**config.mk**
```make
export PLATFORM = sky130hd
export DESIGN_NAME = ris_cell
export DESIGN_NICKNAME = d
export VERILOG_FILES = /design/src/rtl/ris_pkg.sv /design/src/rtl/ris_cell.sv
export SDC_FILE = /design/constraint.sdc
export NUM_CORES = 1
export LEC_CHECK = 0
export BUFFER_PORTS_ARGS = -buffer_cell sky130_fd_sc_hd__buf_2
export CORE_AREA = 2 2 204 206
export DETAILED_ROUTE_END_ITERATION = 6
export DIE_AREA = 0 0 206 208
export PLACE_DENSITY = 0.47
export REMOVE_ABC_BUFFERS = 1
export SETUP_SLACK_MARGIN = 0.4
export SYNTH_ARGS = -nofsm -noshare
export SYNTH_HDL_FRONTEND = slang
export SYNTH_SLANG_ARGS = --single-unit
```
**constraint.sdc**
```tcl
create_clock -name clock -period 8.3 [get_ports clock]
set_input_delay 0.83 -clock clock [delete_from_list [all_inputs] [get_ports clock]]
set_output_delay 0.83 -clock clock [all_outputs]
set_load 0.01 [all_outputs]
```
**src/rtl/ris_pkg.sv**
```systemverilog
// ----------------------------------------------------------------------------
// Record insertion sorter package
// Record, request, response and control types, shared constants and the
// key compare used by every insertion cell.
// ----------------------------------------------------------------------------
package ris_pkg;

   localparam int MAX_RECORDS = 32;
   localparam int CNT_W       = $clog2(MAX_RECORDS + 1);
   localparam int CSR_IDX_W   = 4;
   localparam int CSR_DATA_W  = 8;

   localparam logic [CSR_IDX_W-1:0] CSR_SORT_KEY   = CSR_IDX_W'(0);
   localparam logic [CSR_IDX_W-1:0] CSR_DESCENDING = CSR_IDX_W'(1);

   localparam logic KEY_ID     = 1'b0;
   localparam logic KEY_SALARY = 1'b1;

   typedef struct packed {
      logic signed [31:0] id;
      logic [63:0]        tag;
      logic [31:0]        salary;
   } rec_type;

   typedef struct packed {
      logic signed [31:0] record_id;
      logic [63:0]        name_tag;
      logic [31:0]        salary;
      logic               last_record;
   } req_type;

   typedef struct packed {
      logic signed [31:0] out_id;
      logic [63:0]        out_name_tag;
      logic [31:0]        out_salary;
      logic               out_last;
      logic               overflow;
   } rsp_type;

   typedef struct packed {
      logic sort_key;
      logic descending;
   } cfg_type;

   typedef struct packed {
      logic insert;
      logic drain;
   } cell_ctrl_type;

   typedef enum logic [1:0] {
      ST_INSERT = 2'b01,
      ST_DRAIN  = 2'b10
   } state_type;

   function automatic logic [31:0] key_of(input rec_type r, input logic sort_key);
      logic [31:0] k;
      if (sort_key == KEY_SALARY) begin
         k = r.salary;
      end else begin
         k = {~r.id[31], r.id[30:0]};
      end
      return k;
   endfunction

   // stored record moves past the incoming one
   function automatic logic must_shift(input rec_type stored, input rec_type incoming,
                                       input cfg_type cfg);
      logic [31:0] a;
      logic [31:0] b;
      a = key_of(stored, cfg.sort_key);
      b = key_of(incoming, cfg.sort_key);
      return cfg.descending ? (a < b) : (a > b);
   endfunction

endpackage

```
**src/rtl/ris_cell.sv**
```systemverilog
// ----------------------------------------------------------------------------
// Record insertion cell
// Holds one record of the sorted chain. On insert it keeps its record, takes
// the neighbor below or takes the new record; on drain it takes from above.
// ----------------------------------------------------------------------------
module ris_cell (
   input  logic                   clock,
   input  ris_pkg::cfg_type       cfg,
   input  ris_pkg::cell_ctrl_type ctrl,
   input  logic                   occupied,
   input  ris_pkg::rec_type       new_rec,
   input  ris_pkg::rec_type       below_rec,
   input  ris_pkg::rec_type       above_rec,
   input  logic                   run_above,
   input  logic                   run_below,
   output logic                   run,
   output ris_pkg::rec_type       rec
);
   import ris_pkg::*;

   rec_type rec_ff;
   rec_type rec_in;

   assign run = (!occupied || must_shift(rec_ff, new_rec, cfg)) && run_above;
   assign rec = rec_ff;

   always_comb begin
      rec_in = rec_ff;
      if (ctrl.insert && run) begin
         rec_in = run_below ? below_rec : new_rec;
      end else if (ctrl.drain) begin
         rec_in = above_rec;
      end
   end

   always_ff @(posedge clock) begin
      rec_ff <= rec_in;
   end

endmodule

```
==> results_dict.tcl, run 1 <==
set metrics [dict create \
    run_status "completed" \
    n_fill_cell 4193 \
    io_buffers 520 \
    rsz0062_at_grt "false" \
    place_congestion 0.7418 \
    hold_path.class "input port to flip-flop" \
    largest_register_ffs 128 \
    slew_headroom 0.2790 \
    fin_crit_ns 5.126 \
    grt_usage 0.1386 \
    ys_seq_area_frac 0.4339 \
    grtUsageMet3 0.04950 \
    synth_area_per_cell_sq_um 15.38 \
    ctsLongestPathBuffers 2 \
    busiest_layer "met2" \
    switching_share 0.2682 \
    timing.reg2reg.setup_slack_ns 3.97 \
    first_pass_iters 4 \
    finalNetCount 1508 \
    clkPwrFrac 0.363 \
    ios 521 \
    critPathKind "input port to flip-flop" \
    drtAntennaViolNets 0 \
    clock-skew-final_ns 0.01518 \
    finalCritPeriodShare 0.6176 \
    cts_tree "done" \
    r2r-start "rec[126]" \
    synthesis.area_sq_um 8858 \
    ys_seq_elements 128 \
    switchingPower_w 0.0005659 \
    hpwlAfterDp_microns 24290 \
    stdcell_area_sq_um 12450 \
    hold_buffers 0 \
    pwr-share-comb 0.250 \
    grtUsageMet2 0.2527 \
    grt_pass1_wl_microns 43870 \
    coreArea_sq_um 40550 \
    placed_area_sq_um 11860 \
    cts_setup_buffers 0 \
    yosysUniqueCellTypes 32 \
    grt.overflow.total 0 \
    h-tree-depth 4 \
    placed_cells 1597 \
    die_area_sq_um 42850 \
    layout-drive-gt1-share 0.7600 \
    min_from "above_rec[119]" \
    crit_fanout 67 \
    tightestPinTransition_ns 1.081 \
    die_x_microns 206 \
    grt_max_degree 129 \
    multiInputGateArea_sq_um 4681 \
    fin_ws_ns 3.174 \
    clkLatencyLatePin_ns 0.44 \
    rows 74 \
    maxClockFrequency_mhz 195.1 \
    crit_path_end_kind "flip-flop" \
    die_h_microns 208 \
    p_per_area_nw_per_um2 169.5 \
    cts_buffers 17 \
    hold_violations 0 \
    max-cap-violations 0 \
    antenna_found_initial 5 \
    cp.arrival_ns 5.21 \
    setup_viol 0 \
    vias 6766 \
    required_ns 8.38 \
    crit_path_start "cfg[1]" \
    first_iter_violations 212 \
    finalMaxSlewViolations 0 \
    routed_via_density 4.151 \
    p_leak_nw 5.625 \
    cts_sinks 128 \
    yosysWarnings 0 \
    path_clk_slew_ns 0.05 \
    grt_util_met1 0.1500 \
    fin_setup_tns_ns 0 \
    power_frac_seq 0.387 \
    drc 0 \
    cts_root_buf "clkbuf_16" \
    p_int_w 0.001544 \
    ir_drop_v 0.0001272 \
    cts_resized 0 \
    holdWs_ns 0.6812 \
    wl_per_cell_microns 18.72 \
    area_growth_pct 40.49 \
    dp_slack_ns 2.552 \
    routed_wirelength_microns 30510 \
    start_kind "input port" \
    syn-instance-count 576 \
    grt_pass1_vias 7369 \
    stdcell_count 1630 \
    regArea_sq_um 3844 \
    start_util 0.2184 \
]
[synthesized netlist by cell type]
cell,number,area share
nand2b_1,1,0.00071
o211ai_1,1,0.00085
nand3_1,2,0.0011
nand4_1,4,0.0028
a41oi_1,1,0.00099
a221oi_1,1,0.00099
nor4_2,2,0.0028
clkbuf_1,16,0.0068
mux2_4,100,0.17
nor2b_1,1,0.00071
nand2_1,14,0.0059
buf_1,5,0.0021
or3b_4,1,0.0013
buf_12,11,0.025
a21bo_1,1,0.0011
a31oi_4,1,0.0024
o21ai_1,2,0.0011
mux2_2,177,0.22
o21ai_0,7,0.0040
mux2i_1,32,0.036
a31oi_1,2,0.0014
a21oi_1,14,0.0079
a221oi_2,1,0.0017
edfxtp_1,128,0.43
mux2_1,9,0.011
nor2_1,3,0.0013
buf_4,1,0.00085
and4_1,1,0.00099
or2_1,1,0.00071
buf_6,2,0.0025
ha_1,32,0.045
inv_1,2,0.00085
[final cells by class]
type | instances | share of cell area
Multi-Input combinational cell | 411 | 0.3761
Sequential cell | 128 | 0.3088
Timing Repair Buffer | 524 | 0.2142
Tap cell | 532 | 0.05348
Clock buffer | 19 | 0.03478
Clock inverter | 12 | 0.01156
Inverter | 2 | 0.0006032
Antenna cell | 2 | 0.0004021
[stage by stage]
step	utilization	total power, W
final	0.3069	0.002110
after global routing	0.3068	0.002222
after CTS	0.3068	0.002156
after detailed placement	0.2925	0.001371
after global placement	0.2925	0.001369
after floorplan	-	0.001132
[placed cells by master (no fill, tap or decap), types with 3 or more instances in the layout]
cell and instances:
a21oi_1 14, buf_2 518, buf_4 3, bufinv_16 3, clkbuf_16 17, clkinv_1 3
edfxtp_1 128, ha_1 32, mux2_1 9, mux2_2 177, mux2_4 100, mux2i_1 32
nand2_1 14, nand4_1 4, nor2_1 3, o21ai_0 7
[power groups by stage]
stage,clock network [W],logic (W),registers [W]
after floorplan,0,0.000268,0.000864
after global placement,0,0.000536,0.000833
after detailed placement,0,0.000539,0.000832
after CTS,0.000796,0.000541,0.000819
after global routing,0.000820,0.000577,0.000825
final,0.000766,0.000527,0.000817
[cells by family after synthesis]
kind of cell    after synthesis  synth area share
buf+inv                      37           0.03800
flops                       128            0.4339
mux                         318            0.4421
compound gates               31           0.02246
fa+ha+maj                    32           0.04520
simple gates                 30           0.01836
[per-layer routing]
layer,share of wire,up-vias
met5,0.0012,-
met3,0.083,19
met1,0.38,3157
li1,-,3282
met4,0.011,6
met2,0.52,302
[path summary, 6_finish.rpt]
path | cells past startpoint | to
setup / recovery | 12 | rec[107]
hold / removal | 2 | rec[119]
setup reg to reg | 10 | rec[107]
hold reg to reg | 9 | rec[21]
[worst max-delay path, stage by stage]
cell and delay [ns]:
buf_4 0.51, buf_4 0.46, mux2i_1 0.27, ha_1 0.27, nand4_1 0.15, nor4_2 0.11
a221oi_1 0.40, o21ai_1 0.23, or3b_4 0.43, a31oi_4 0.23, or2_4 0.78, buf_12 0.39
No activity file was read; power rests on OpenSTA's default activity.
==> run 2: changes to the inputs <==
Settings changed: CORE_AREA 2 2 204 206 to 2 2 201 203, DIE_AREA 0 0 206 208 to 0 0 203 205, PLACE_DENSITY 0.47 to 0.5.
Clock period 8.3 ns to 4.37 ns, I/O delays scaled along.
==> run 2 against run 1 <==
- critical path depth shrank 1
- die area shrank 2.9%
- worst setup slack lost 2.5 ns
- combinational power grew 97%
- clock-buffer cell count grew 2
- flip-flop and latch count is the same
- routed wire length grew 0.78%
- sequential share of layout area shrank 0.57 points
- sequential power grew 90%
- power grew 88%
- largest power group unchanged
- global-route usage grew 0.45 points
==> results_dict.tcl, run 2 (synthesized netlist as in run 1, its figures left out) <==
set metrics [dict create \
    cts_tree "done" \
    area_growth_pct 43.14 \
    path_clk_slew_ns 0.06 \
    holdWs_ns 0.2915 \
    rsz0062_at_grt "false" \
    ios 521 \
    crit_path_max_incr_delay_ns 0.47 \
    fin_ws_ns 0.6388 \
    grt.overflow.total 0 \
    start_util 0.2250 \
    critPathKind "flip-flop to flip-flop" \
    layout-drive-gt1-share 0.7650 \
    io_buffers 520 \
    drc 0 \
    cts_sinks 128 \
    finalCritPeriodShare 0.8538 \
    p_per_area_nw_per_um2 313.6 \
    first_pass_iters 5 \
    hold_violations 0 \
    maxClockFrequency_mhz 268.0 \
    cts_buffers 17 \
    antenna_found_initial 4 \
    place_congestion 0.8109 \
    clkLatencyLatePin_ns 0.44 \
    crit_path_end_kind "flip-flop" \
    grt_pass1_vias 7269 \
    finalNetCount 1531 \
    max-cap-violations 0 \
    tightestPinTransition_ns 0.8812 \
    p_leak_nw 5.767 \
    layout_commonest_cell "buf_2" \
    most-common-layout-cells "518 x buf_2, 177 x mux2_2, 128 x edfxtp_1" \
    grt_pass1_wl_microns 43600 \
    cp.arrival_ns 3.91 \
    worst-path-buf-inv 2 \
    fin_crit_ns 3.731 \
    drtAntennaViolNets 0 \
    coreArea_sq_um 39370 \
    hpwlAfterDp_microns 25700 \
    routed_wirelength_microns 30750 \
    vias 6916 \
    num_antenna_cells 0 \
    cts_setup_buffers 0 \
    wl_per_cell_microns 18.70 \
    dp_slack_ns 0.2136 \
    cp_cell_sequence "mux2_2, ha_1, nand4_1, nor2_1, a221oi_2, a31oi_1, or3b_4, a31oi_4, buf_4, buf_4, mux2_2" \
    first_iter_violations 219 \
    hold_path.class "input port to flip-flop" \
    n_fill_cell 4059 \
    grt_max_degree 86 \
    ctsLongestPathBuffers 2 \
    crit_family "compound AO/OA/AOI/OAI gates" \
    cts_root_buf "clkbuf_16" \
    start_kind "flip-flop" \
    die_area_sq_um 41620 \
    ir_drop_v 0.0001958 \
    largest_register_ffs 128 \
    h-tree-depth 4 \
    finalMaxSlewViolations 0 \
    routed_via_density 4.207 \
    crit_slowest_cell "edfxtp_1" \
    setup_viol 0 \
    crit_fanout 11 \
    run_status "completed" \
    rows 73 \
    grt_usage 0.1431 \
    slew_headroom 0.4126 \
    required_ns 4.55 \
    die_h_microns 205 \
    die_x_microns 203 \
    clock-skew-final_ns 0.01720 \
]
[run 2: final timing paths]
| kind | startpoint | to | slack, ns | cells past startpoint |
|---|---|---|---|---|
| max | rec[107] | rec[127] | 0.64 | 11 |
| max reg2reg | rec[107] | rec[127] | 0.64 | 11 |
| min | above_rec[119] | rec[119] | 0.29 | 2 |
| min reg2reg | rec[31] | rec[19] | 1.53 | 9 |
[run 2: metal layers]
metal	global-route usage	vias to the layer above	part of all wire
li1	-	3324	-
met1	0.1581	3239	0.39
met2	0.2633	321	0.53
met3	0.04295	28	0.067
met4	0.04275	4	0.016
met5	0	-	0.00098
[run 2: repair_timing]
action	4_1_cts	5_1_grt
setup endpoints to repair	0	56
hold buffers	0	0
gates resized for setup	0	1
[run 2: final cells by class]
cell class / count / area (sq um) / area share
clock buffer: 21 / 440.4 / 0.03473
sequential: 128 / 3844 / 0.3031
multi-input combinational: 411 / 4690 / 0.3698
tap: 525 / 656.9 / 0.05181
timing repair buffer: 547 / 2927 / 0.2308
inverter: 2 / 7.507 / 0.0005921
clock inverter: 10 / 115.1 / 0.009078
[run 2: through the flow]
stage,cell area (sq um),total power (W),TNS (ns),utilization,cells
after global placement,12120,0.002633,0,0.3078,1613
after global routing,12680,0.004196,0,0.3221,1644
after CTS,12670,0.004060,0,0.3219,1644
final,12680,0.003977,0,0.3221,1644
after floorplan,8529,0.002149,-748.97,-,541
after detailed placement,12120,0.002639,0,0.3078,1613
[run 2: where the power goes]
group | switching (W) | leakage (nW) | total [W] | internal [W]
combinational | 0.000475 | 4.23 | 0.00104 | 0.000566
clock | 0.000549 | 0.265 | 0.00138 | 0.000833
sequential | 0.0000492 | 1.27 | 0.00155 | 0.00151
total | 0.00107 | 5.77 | 0.00398 | 0.00290
